`config.mk`:
```
export PLATFORM = sky130hd
export DESIGN_NAME = mhpq_ctrl
export DESIGN_NICKNAME = d
export VERILOG_FILES = /design/src/hdl/mhpq_pkg.sv /design/src/hdl/mhpq_ctrl.sv
export SDC_FILE = /design/constraint.sdc
export NUM_CORES = 1
export LEC_CHECK = 0
export ABC_AREA = 0
export CAP_MARGIN = 20
export CORE_MARGIN = 10
export CORE_UTILIZATION = 25
export DETAILED_ROUTE_END_ITERATION = 12
export DONT_BUFFER_PORTS = 1
export PLACE_DENSITY = 0.45
export SKIP_LAST_GASP = 1
export SLEW_MARGIN = 20
export SYNTH_ARGS = -nofsm -noshare
export SYNTH_HDL_FRONTEND = slang
export SYNTH_SLANG_ARGS = --single-unit
export TNS_END_PERCENT = 50
```
`constraint.sdc`:
```
create_clock -name clk -period 1.8 [get_ports clk]
set_input_delay 0.36 -clock clk [delete_from_list [all_inputs] [get_ports clk]]
set_output_delay 0.36 -clock clk [all_outputs]
set_load 0.005 [all_outputs]
```
`src/hdl/mhpq_pkg.sv`:
```
// Shared types, sizes and codes for the min-heap priority queue
package mhpq_pkg;

    // sizes
    localparam int CAPACITY = 256;
    localparam int ID_COUNT = 1024;
    localparam int ADDR_W   = $clog2(CAPACITY);
    localparam int CNT_W    = $clog2(CAPACITY + 1);
    localparam int ID_W     = $clog2(ID_COUNT);
    localparam int KEY_W    = 15;
    localparam int K_W      = ADDR_W + 2;
    localparam int CMD_W    = 2;
    localparam int ST_W     = 2;

    // command codes
    localparam logic [CMD_W-1:0] CMD_PUSH = 2'd0;
    localparam logic [CMD_W-1:0] CMD_UPD  = 2'd1;
    localparam logic [CMD_W-1:0] CMD_POP  = 2'd2;
    localparam logic [CMD_W-1:0] CMD_NOP  = 2'd3;

    // status codes
    localparam logic [ST_W-1:0] ST_OK       = 2'd0;
    localparam logic [ST_W-1:0] ST_EMPTY    = 2'd1;
    localparam logic [ST_W-1:0] ST_FULL     = 2'd2;
    localparam logic [ST_W-1:0] ST_NOTFOUND = 2'd3;

    // read address select
    localparam logic [1:0] RD_POP  = 2'd0;
    localparam logic [1:0] RD_SCAN = 2'd1;
    localparam logic [1:0] RD_PAR  = 2'd2;
    localparam logic [1:0] RD_KIDS = 2'd3;

    // write data select
    localparam logic [1:0] WR_NONE  = 2'd0;
    localparam logic [1:0] WR_ENT   = 2'd1;
    localparam logic [1:0] WR_A     = 2'd2;
    localparam logic [1:0] WR_CHILD = 2'd3;

    // position register select
    localparam logic [2:0] POS_HOLD  = 3'd0;
    localparam logic [2:0] POS_CNT   = 3'd1;
    localparam logic [2:0] POS_SCAN  = 3'd2;
    localparam logic [2:0] POS_PAR   = 3'd3;
    localparam logic [2:0] POS_CHILD = 3'd4;
    localparam logic [2:0] POS_ZERO  = 3'd5;

    // working entry select
    localparam logic [1:0] ENT_HOLD = 2'd0;
    localparam logic [1:0] ENT_IN   = 2'd1;
    localparam logic [1:0] ENT_MIN  = 2'd2;
    localparam logic [1:0] ENT_B    = 2'd3;

    // entry count operation
    localparam logic [1:0] CNT_HOLD = 2'd0;
    localparam logic [1:0] CNT_INC  = 2'd1;
    localparam logic [1:0] CNT_DEC  = 2'd2;

    // input word
    typedef struct packed {
        logic [CMD_W-1:0] cmd;
        logic [ID_W-1:0]  item_id;
        logic [KEY_W-1:0] key_value;
    } mhpq_req_t;

    // result word
    typedef struct packed {
        logic [ST_W-1:0]  status;
        logic [ID_W-1:0]  out_id;
        logic [KEY_W-1:0] out_key;
        logic [CNT_W-1:0] occupancy;
    } mhpq_rsp_t;

    // one heap slot
    typedef struct packed {
        logic [ID_W-1:0]  id;
        logic [KEY_W-1:0] key;
    } mhpq_entry_t;

    // controller to datapath
    typedef struct packed {
        logic [1:0]      rd_sel;
        logic [1:0]      wr_sel;
        logic [2:0]      pos_sel;
        logic [1:0]      ent_sel;
        logic [1:0]      cnt_op;
        logic            scan_clr;
        logic            scan_inc;
        logic            pop_load;
        logic            pick_left;
        logic            finish;
        logic            use_out;
        logic [ST_W-1:0] status;
    } mhpq_ctrl_t;

    // datapath to controller
    typedef struct packed {
        logic full;
        logic empty;
        logic pos_zero;
        logic su_less;
        logic found;
        logic scan_end;
        logic k_lt_n;
        logic k_eq_n;
        logic right_gt;
    } mhpq_stat_t;

endpackage

```
`src/hdl/mhpq_ctrl.sv`:
```
// Heap controller: command decode and the push, search, sift and pop sequence
module mhpq_ctrl
    import mhpq_pkg::*;
(
    input  logic             clk,
    input  logic             rst_n,
    input  logic             start,
    input  logic [CMD_W-1:0] cmd,
    input  mhpq_stat_t       stat,
    output logic             busy,
    output mhpq_ctrl_t       ctl
);

    localparam logic [2:0] S_IDLE    = 3'd0;
    localparam logic [2:0] S_SRCH    = 3'd1;
    localparam logic [2:0] S_SU_RD   = 3'd2;
    localparam logic [2:0] S_SU_CMP  = 3'd3;
    localparam logic [2:0] S_POP_LD  = 3'd4;
    localparam logic [2:0] S_DN      = 3'd5;
    localparam logic [2:0] S_DN_CMP  = 3'd6;
    localparam logic [2:0] S_DN_LAST = 3'd7;

    logic [2:0] state_reg, state_next;
    logic       pop_reg, pop_next;

    // next state and datapath commands
    always_comb
    begin
        state_next    = state_reg;
        pop_next      = pop_reg;
        ctl.rd_sel    = RD_PAR;
        ctl.wr_sel    = WR_NONE;
        ctl.pos_sel   = POS_HOLD;
        ctl.ent_sel   = ENT_HOLD;
        ctl.cnt_op    = CNT_HOLD;
        ctl.scan_clr  = 1'b0;
        ctl.scan_inc  = 1'b0;
        ctl.pop_load  = 1'b0;
        ctl.pick_left = 1'b0;
        ctl.finish    = 1'b0;
        ctl.use_out   = 1'b0;
        ctl.status    = ST_OK;

        unique case (state_reg)
            S_IDLE:
            begin
                if (start)
                begin
                    pop_next = (cmd == CMD_POP);
                    unique case (cmd)
                        CMD_PUSH:
                        begin
                            if (stat.full)
                            begin
                                ctl.finish = 1'b1;
                                ctl.status = ST_FULL;
                            end
                            else
                            begin
                                ctl.ent_sel = ENT_IN;
                                ctl.pos_sel = POS_CNT;
                                ctl.cnt_op  = CNT_INC;
                                state_next  = S_SU_RD;
                            end
                        end
                        CMD_UPD:
                        begin
                            if (stat.empty)
                            begin
                                ctl.finish = 1'b1;
                                ctl.status = ST_NOTFOUND;
                            end
                            else
                            begin
                                ctl.ent_sel  = ENT_IN;
                                ctl.scan_clr = 1'b1;
                                state_next   = S_SRCH;
                            end
                        end
                        CMD_POP:
                        begin
                            if (stat.empty)
                            begin
                                ctl.finish = 1'b1;
                                ctl.status = ST_EMPTY;
                            end
                            else
                            begin
                                // fetch root and last entry together
                                ctl.rd_sel = RD_POP;
                                ctl.cnt_op = CNT_DEC;
                                state_next = S_POP_LD;
                            end
                        end
                        CMD_NOP:
                        begin
                            ctl.finish = 1'b1;
                        end
                    endcase
                end
            end

            // linear search, one slot read per cycle, compare in the cycle after the read
            S_SRCH:
            begin
                ctl.rd_sel = RD_SCAN;
                priority if (stat.found)
                begin
                    ctl.pos_sel = POS_SCAN;
                    ctl.ent_sel = ENT_MIN;
                    state_next  = S_SU_RD;
                end
                else if (stat.scan_end)
                begin
                    ctl.finish = 1'b1;
                    ctl.status = ST_NOTFOUND;
                    state_next = S_IDLE;
                end
                else
                begin
                    ctl.scan_inc = 1'b1;
                end
            end

            // sift up: read parent, or place the entry at the root
            S_SU_RD:
            begin
                if (stat.pos_zero)
                begin
                    ctl.wr_sel  = WR_ENT;
                    ctl.finish  = 1'b1;
                    ctl.use_out = pop_reg;
                    state_next  = S_IDLE;
                end
                else
                begin
                    ctl.rd_sel = RD_PAR;
                    state_next = S_SU_CMP;
                end
            end

            // sift up: move parent down or place the entry
            S_SU_CMP:
            begin
                if (stat.su_less)
                begin
                    ctl.wr_sel  = WR_A;
                    ctl.pos_sel = POS_PAR;
                    state_next  = S_SU_RD;
                end
                else
                begin
                    ctl.wr_sel  = WR_ENT;
                    ctl.finish  = 1'b1;
                    ctl.use_out = pop_reg;
                    state_next  = S_IDLE;
                end
            end

            // pop: keep root for the result, last entry as the one to place
            S_POP_LD:
            begin
                ctl.pop_load = 1'b1;
                ctl.ent_sel  = ENT_B;
                ctl.pos_sel  = POS_ZERO;
                state_next   = S_DN;
            end

            // hole descent: read the children (only the left one is used at the end), or go to sift up at a leaf
            S_DN:
            begin
                priority if (stat.k_lt_n)
                begin
                    ctl.rd_sel = RD_KIDS;
                    state_next = S_DN_CMP;
                end
                else if (stat.k_eq_n)
                begin
                    ctl.rd_sel = RD_KIDS;
                    state_next = S_DN_LAST;
                end
                else
                begin
                    state_next = S_SU_RD;
                end
            end

            // left child only when the right key is strictly greater
            S_DN_CMP:
            begin
                ctl.pick_left = stat.right_gt;
                ctl.wr_sel    = WR_CHILD;
                ctl.pos_sel   = POS_CHILD;
                state_next    = S_DN;
            end

            S_DN_LAST:
            begin
                ctl.pick_left = 1'b1;
                ctl.wr_sel    = WR_CHILD;
                ctl.pos_sel   = POS_CHILD;
                state_next    = S_SU_RD;
            end
        endcase
    end

    // state registers
    always_ff @(posedge clk or negedge rst_n)
    begin
        if (!rst_n)
        begin
            state_reg <= S_IDLE;
            pop_reg   <= 1'b0;
        end
        else
        begin
            state_reg <= state_next;
            pop_reg   <= pop_next;
        end
    end

    assign busy = (state_reg != S_IDLE);

endmodule

```
==> results of run 1 <==
where the power goes:
part / switching (mW) / leakage [nW] / total [mW] / internal (mW)
Clock: 0.0351 / 0.0138 / 0.110 / 0.0745
Sequential: 0.0598 / 0.0488 / 0.193 / 0.133
Combinational: 0.391 / 0.342 / 0.818 / 0.427
Total: 0.486 / 0.404 / 1.12 / 0.634
cells in the mapped netlist, drive strengths merged, types with 3 or more instances:
library cell	instances
nand2	5
nor3b	3
ha	8
o31ai	3
nor2b	9
a21oi	5
a211oi	3
nor2	8
or3	4
buf	3
dfrtp	4
inv	4
kinds of logic after synthesis:
kind of cell / count (synthesis) / synth area share (%)
simple gates: 39 / 34.6
compound gates: 24 / 25.5
buf+inv: 8 / 6.64
fa+ha+maj: 8 / 14.4
flops: 4 / 14.4
mux: 3 / 4.49
area by class of cell:
| class | instances | area (um^2) |
|---|---|---|
| fillers | 297 | 1780 |
| multi-input cells | 74 | 627 |
| repair buffers | 16 | 123 |
| flip-flops and latches | 4 | 103 |
| well taps | 31 | 38.8 |
| clock buffers | 3 | 22.5 |
| inverters | 4 | 15.0 |
per-stage QoR:
step           total power, mW  worst slack, ns  hold slack (ns)  area [um^2]
4_1_cts                   1.03          -0.0475            0.396          855
3_3_place_gp             0.883            0.165           0.0646          802
2_1_floorplan            0.651            0.275           0.0644          697
6_report                  1.12           0.0593            0.397          928
5_1_grt                   1.23         -0.00697            0.420          928
3_5_place_dp             0.889            0.143           0.0646          802
worst min path at each step:
stage	startpoint	to	slack, ns	cells past startpoint
floorplan	rst_n	pop_reg	0.06	0
global placement	rst_n	pop_reg	0.06	0
detailed placement	rst_n	pop_reg	0.06	0
CTS	rst_n	state_reg[2]	0.40	1
global route	rst_n	state_reg[2]	0.42	1
finish	rst_n	state_reg[2]	0.40	1
timing repair:
item / in CTS / in global routing
hold buffers: 1 / 0
gates resized for setup: 5 / 12
endpoints found under the setup margin: 6 / 7
buffers inserted: 0 / 2
pin swaps: 0 / 4
hold endpoints to repair: 4 / 0
per-layer routing:
layer	vias to the layer above	GRT usage (%)	wire (um)
met2	29	13.2	1020
li1	342	-	-
met4	0	3.16	19
met3	2	5.17	314
met5	-	0	0
met1	311	8.89	911
==> impl_metrics.toml, run 1 <==
[run_status]
status = "finished, final reports clean"

[drt]
first_iter_violations = 15
dr.pass1.iters = 4
via_per_inst = 5.18
routed_wl_mm = 2.27
drc = 0
ant_nets = 0
wl_per_cell_um = 17.2
vias = 684

[pwr]
leakage_nw = 0.404
peakVddDrop_mv = 0.484
power_density_mw_per_mm2 = 1210

[clock_network]
clock_latency_ns = 0.23
clock-sinks = 4
clk_pin_slew_ns = 0.04
cts-root-buf = "clkbuf_4"
clock_path_buffers = 2
cts_tree = "built"
cts_max_level = 1
cts_inserted_buffers = 3

[synthesis]
yosysTopAreaCellShare_pct = 14.4
synth_top_flop_cell = "dfrtp_1"
synth_edf_count = 0
synth_top_area_cell = "dfrtp_1"
synth_seq_area_share_pct = 14.4
syn_inst = 86
synth_area_um2 = 697
ys_ff_latch = 4
yosysWarnings = 0
synth.distinct_cells = 38
async_reset_ff_share_pct = 100
syn_area_per_cell_um2 = 8.10
synth.area.top_cells = "dfrtp_1 (14%), ha_1 (14%), nor2b_1 (8.1%), nor2_1 (4.3%), a21oi_1 (3.6%)"
syn_nets = 108

[critical_path]
crit_chain = "nor2_4 -> nand3b_4 -> o31ai_1 -> buf_4"
worst_r2r_startpoint = "state_reg[2]"
cp.arrival_ns = 1.38
rrSetupSlack_ns = 0.31
critPathMaxFanout = 7
slowest_delay_ns = 0.45
slowest_stage = "dfrtp_2"
setup.worst_path.start = "state_reg[0]"
cp_num_buf_inv = 1
r2r-end = "state_reg[0]"
cp_top_family = "flip-flops"
end_kind = "primary output"
worstPathRequired_ns = 1.44
startpoint_type = "flop"
critPathCapture = "ctl[1]"
crit_type = "flop to primary output"
reg2regPathDepth = 4
path_depth = 4

[cells_and_area]
layout_commonest_cell = "buf_4"
n_antenna_cell = 0
stdcell_count = 132
drive_gt1_share_pct = 36.6
area_delta_synth_final_pct = 33.2
largest_reg_flops = 3
fin_util_pct = 34.3
final_nets = 125
layout_common_cells = "buf_4 (15), nor2b_1 (9), ha_1 (8), nor2_1 (6), a21oi_1 (5)"

[sta]
max_freq_mhz = 574
slew_viol_final = 0
hold_violations = 0
setup_viol = 0
min_period_over_period_pct = 96.7
tns_ns = 0
slew_headroom_pct = 79.5
skew_ns = 0.00228
worst_slew_pin_slew_ns = 0.304
period_minus_slack_ns = 1.74

[global_route]
antenna_found_initial = 0
grt_start_max_net_pins = 17
grt.total_usage_pct = 8.38
gr-total-overflow = 0
grt_pass1_vias = 723
grt_pass1_wl_mm = 3.59

[die]
die_w_um = 72.8
coreArea_mm2 = 0.00271
die-height_um = 72.8
boundaryPins = 34
start_util_pct = 25.7
dieArea_mm2 = 0.00530
std_cell_rows = 19

[run]
maxCapViolCount = 0

[placed_design]
dp_hpwl_mm = 1.89
io_buffers = 0
routabilityCongestion = 0.743
dpl.cell_count = 126

[worst_hold_path]
min-delay-path-class = "input port to asynchronous set/reset pin"
Power figures use the tool's default switching activity.
==> run 2, diff against run 1 <==
GPL_TIMING_DRIVEN = 0   (was not set)
==> run 2 against run 1 <==
Against the previous run:
- register-to-register slack improved by 0.14 ns
- wire length is 5.1% lower
- combinational power down 15%
- cell area down 9.8%
- cell count fell by 6.8%
- first-iteration DRC count increased to 4.7 times the previous value
- sequential share of layout area is 1.2 points higher
- die area did not move
- global-route usage increased by 0.082 points
- sequential power hardly changed
==> impl_metrics.toml, run 2 (synthesized netlist as in run 1, its figures left out) <==
[pwr]
power_density_mw_per_mm2 = 1200
peakVddDrop_mv = 0.430
leakage_nw = 0.356

[global_route]
grt.total_usage_pct = 8.46
grt_start_max_net_pins = 11
grt_pass1_wl_mm = 3.51
grt_pass1_vias = 644
antenna_found_initial = 0
gr-total-overflow = 0

[drt]
first_iter_violations = 70
wl_per_cell_um = 17.5
via_per_inst = 5.37
drc = 0
routed_wl_mm = 2.15
ant_nets = 0
dr.pass1.iters = 4
vias = 661

[critical_path]
slowest_delay_ns = 0.36
reg2regPathDepth = 4
startpoint_type = "flop"
setup.worst_path.start = "state_reg[2]"
crit_type = "flop to primary output"
path_depth = 4
end_kind = "primary output"
worst_r2r_startpoint = "state_reg[2]"
crit_chain = "buf_6 -> nor4b_2 -> nand2_2 -> o311ai_4"
cp_top_family = "simple AND/OR/NAND/NOR gates"
cp_num_buf_inv = 1
critPathMaxFanout = 10
cp.arrival_ns = 1.39
slowest_stage = "dfrtp_1"
worstPathRequired_ns = 1.44

[die]
coreArea_mm2 = 0.00271
std_cell_rows = 19
boundaryPins = 34
start_util_pct = 25.7
dieArea_mm2 = 0.00530
die_w_um = 72.8
die-height_um = 72.8

[clock_network]
clk_pin_slew_ns = 0.04
clock-sinks = 4
cts-root-buf = "clkbuf_4"
cts_tree = "built"
cts_inserted_buffers = 3
cts_max_level = 1
clock_latency_ns = 0.24
clock_path_buffers = 2

[cells_and_area]
fillers = 318
drive_gt1_share_pct = 26.1
n_antenna_cell = 0
area_delta_synth_final_pct = 20.1
final_nets = 116
layout_commonest_cell = "nor2b_1"
largest_reg_flops = 3
layout_common_cells = "nor2b_1 (9), ha_1 (8), nor2_1 (7), a21oi_1 (5)"
postLayoutCellArea_um2 = 837

[sta]
worst_slew_pin_slew_ns = 0.471
min_period_over_period_pct = 97.1
tns_ns = 0
hold_violations = 0
period_minus_slack_ns = 1.75
setup_viol = 0
rsz0062_at_grt = "true"
max_freq_mhz = 572
skew_ns = 0.00456
slew_viol_final = 0
slew_headroom_pct = 68.3
timing.final.ws_setup_ns = 0.0526

[placed_design]
routabilityCongestion = 0.739
dp_hpwl_mm = 1.74
dp_slack_ns = 0.00239
placed_cell_area_um2 = 736
io_buffers = 0

[worst_hold_path]
min-delay-path-class = "input port to asynchronous set/reset pin"

[run_status]
status = "finished, final reports clean"

[run]
maxCapViolCount = 0
run 2: cell count changes in the layout (fill, tap and decap cells not counted):
cell      change
nor3b_2       -3
o31ai_1       -1
a211oi_2      -1
nor2_2        -1
a211oi_1      +1
nor4b_4       -1
buf_2         +1
nor3b_1       +3
buf_4        -13
o31ai_2       +1
buf_6         +2
clkbuf_2      +1
nor4b_2       +1
nor2_1        +1
run 2: what timing repair did:
action / CTS / global route
gates resized for setup: 9 / 5
setup endpoints to repair: 9 / 14
endpoints found under the hold margin: 4 / 0
buffers inserted: 0 / 2
pin swaps: 0 / 2
hold buffers: 1 / 0
gates cloned: 0 / 0
run 2: final timing paths:
| path | to | slack, ns |
|---|---|---|
| min in group clk | pop_reg | 0.44 |
| setup reg to reg | state_reg[0] | 0.45 |
| setup / recovery | ctl[3] | 0.05 |
| hold reg to reg | pop_reg | 0.50 |
| max in group asynchronous | state_reg[1] | 1.24 |
| hold / removal | state_reg[0] | 0.38 |
run 2: report_power, final:
group	leakage (nW)	internal [mW]	switching (mW)
registers	0.0488	0.133	0.0570
logic	0.293	0.336	0.360
clock network	0.0138	0.0750	0.0430
run 2: worst reg2reg max path: stages (launching register included):
cell and delay [ns]:
dfrtp_1 0.36, buf_6 0.13, nor4b_2 0.36, and2b_1 0.28, o22a_1 0.15
run 2: routing by layer:
metal  GRT usage (%)  vias to the layer above  wire [um]
li1                -                      320          -
met1            9.89                      300        882
met2            11.8                       37        958
met3            5.03                        4        281
met4            4.43                        0         31
met5               0                        -          0
run 2: final cells by class:
class                           count  area [um^2]  area share, %
Clock buffer                        3         22.5           2.69
Timing Repair Buffer                3         25.0           2.99
Tap cell                           31         38.8           4.63
Multi-Input combinational cell     74          601           71.7
Buffer                              4         32.5           3.89
Sequential cell                     4          103           12.3
Inverter                            4         15.0           1.79
run 2: through the flow:
| stage | power (mW) | util [%] | hold WS (ns) | cells |
|---|---|---|---|---|
| after floorplan | 0.651 | - | 0.0644 | 86 |
| after global placement | 0.777 | 27.1 | 0.0645 | 117 |
| final | 1.00 | 30.9 | 0.385 | 123 |
| after global routing | 1.11 | 30.9 | 0.387 | 123 |
| after CTS | 0.974 | 30.0 | 0.382 | 121 |
| after detailed placement | 0.781 | 27.1 | 0.0646 | 117 |
==> run 3, diff against run 2 <==
ABC_AREA = 1   (was 0)
==> run 3 against run 2 <==
Against the previous run:
- non-clock buffer count decreased by 3
- cell count grew 13%
- total power down 19%
- worst hold slack got worse by 0.045 ns
- clock skew down 0.0022 ns
- first-iteration DRC count is 64% lower
- core utilization decreased by 0.41 points
- sequential share of layout area grew 1.5 points
- clock power fell by 9%
==> impl_metrics.toml, run 3 <==
[sta]
tns_ns = 0
timing.final.ws_setup_ns = 0.0714
setup_viol = 0
min_period_over_period_pct = 96.0
period_minus_slack_ns = 1.73
slew_viol_final = 0
hold_slack_ns = 0.340
slew_headroom_pct = 80.0
rsz0062_at_grt = "true"
hold_violations = 0
skew_ns = 0.00234
max_freq_mhz = 579
worst_slew_pin_slew_ns = 0.298

[clock_network]
cts_inserted_buffers = 3
cts_max_level = 1
clock_path_buffers = 2
cts-root-buf = "clkbuf_4"
clock-sinks = 4
clk_pin_slew_ns = 0.04
cts_tree = "built"
clock_latency_ns = 0.23

[cells_and_area]
fin_util_pct = 30.5
fillers = 295
layout_commonest_cell = "nand2_1"
final-seq-area_um2 = 103
largest_reg_flops = 3
final_nets = 133
postLayoutCellArea_um2 = 748
layout_common_cells = "nand2_1 (24), nor2_1 (14), inv_1 (10), ha_1 (8)"
multi_input_area_um2 = 487
n_antenna_cell = 0
area_delta_synth_final_pct = 16.8
stdcell_count = 139
drive_gt1_share_pct = 30.3

[critical_path]
startpoint_type = "flop"
worstPathRequired_ns = 1.44
end_kind = "primary output"
cp.arrival_ns = 1.37
crit_type = "flop to primary output"
critPathMaxFanout = 6

[synthesis]
synth_seq_area_share_pct = 15.6
synth_edf_count = 0
yosysWarnings = 0
syn_nets = 125
syn_area_per_cell_um2 = 6.22
synth_area_um2 = 641
synth.distinct_cells = 21
synth.most_common_cell = "nand2_1"
syn_inst = 103
yosysTopAreaCellShare_pct = 15.6
synth_common_cells = "nand2_1 (24), nor2_1 (15), inv_1 (10)"
ys_ff_latch = 4
synth.area.top_cells = "dfrtp_1 (16%), ha_1 (16%), nand2_1 (14%), nor2_1 (8.8%), inv_1 (5.9%)"
async_reset_ff_share_pct = 100
synth_top_flop_cell = "dfrtp_1"
synth_top_area_cell = "dfrtp_1"

[global_route]
gr-total-overflow = 0
grt_pass1_vias = 701
grt_pass1_wl_mm = 3.28
use_met2_pct = 14.1
grt_use_met3_pct = 4.46
grt_start_max_net_pins = 10
antenna_found_initial = 0
grt.total_usage_pct = 7.98
grt-busiest-layer = "met2"
met1_usage_pct = 7.54

[placed_design]
dpl.cell_count = 133
io_buffers = 0
placed_cell_area_um2 = 678
dp_slack_ns = 0.245
dp_hpwl_mm = 1.78
routabilityCongestion = 0.764

[drt]
ant_nets = 0
vias = 635
dr.pass1.iters = 4
wl_per_cell_um = 14.3
via_per_inst = 4.57
routed_wl_mm = 1.98
first_iter_violations = 25
drc = 0

[die]
coreArea_mm2 = 0.00245
dieArea_mm2 = 0.00499
die_w_um = 70.6
start_util_pct = 26.1
std_cell_rows = 18
boundaryPins = 34
die-height_um = 70.6

[pwr]
report.power.total_uw = 809
power_density_mw_per_mm2 = 1080
peakVddDrop_mv = 0.278
leakage_nw = 0.425

[run]
maxCapViolCount = 0

[worst_hold_path]
min-delay-path-class = "input port to flop"

[run_status]
status = "finished, final reports clean"
==> run 3: logic make-up after synthesis <==
group,synth area share [%]
simple gates,49.2
compound gates,8.40
buf+inv,11.1
flops,15.6
fa+ha+maj,15.6
==> run 3: worst max-delay path, stage by stage, from the launching register on <==
cell,delay [ns]
dfrtp_2,0.45
inv_2,0.10
nand2_2,0.06
nor2_4,0.12
nand2_2,0.11
inv_4,0.09
nand3_2,0.09
nand3_1,0.11
==> run 3: path summary, 6_finish.rpt <==
| kind | startpoint | end | slack [ns] | cells after the start |
|---|---|---|---|---|
| worst max-delay path | state_reg[2] | ctl[12] | 0.07 | 7 |
| worst min-delay path | stat[3] | state_reg[0] | 0.34 | 3 |
| worst max register to register | state_reg[2] | state_reg[1] | 0.59 | 6 |
| worst min register to register | pop_reg | pop_reg | 0.51 | 2 |
| max in group asynchronous | rst_n | state_reg[1] | 1.22 | 1 |
| min in group asynchronous | rst_n | pop_reg | 0.40 | 1 |
==> run 3: where the power goes <==
part | internal (mW) | switching [mW]
clock | 0.0743 | 0.0326
combinational | 0.183 | 0.353
sequential | 0.129 | 0.0373
total | 0.386 | 0.423
==> run 3: area by class of cell <==
class	instances	area share, %
multi-input cells	81	65.1
flip-flops and latches	4	13.7
inverters	17	8.86
well taps	30	5.02
repair buffers	3	3.34
clock buffers	3	3.01
plain buffers	1	1.00
==> run 3: what timing repair did <==
| item | in CTS | in global routing |
|---|---|---|
| hold buffers | 1 | 0 |
| hold endpoints to repair | 4 | 0 |
| resized for setup | 1 | 6 |
| buffers inserted | 0 | 2 |
| setup endpoints to repair | 1 | 8 |
| gates cloned | 0 | 0 |
==> run 3: routing by layer <==
metal / vias up / share of wire (%) / wire length, um
met5: - / 0 / 0
met3: 2 / 13 / 248
met1: 277 / 38 / 759
met4: 0 / 0.96 / 19
met2: 21 / 48 / 955
li1: 335 / - / -
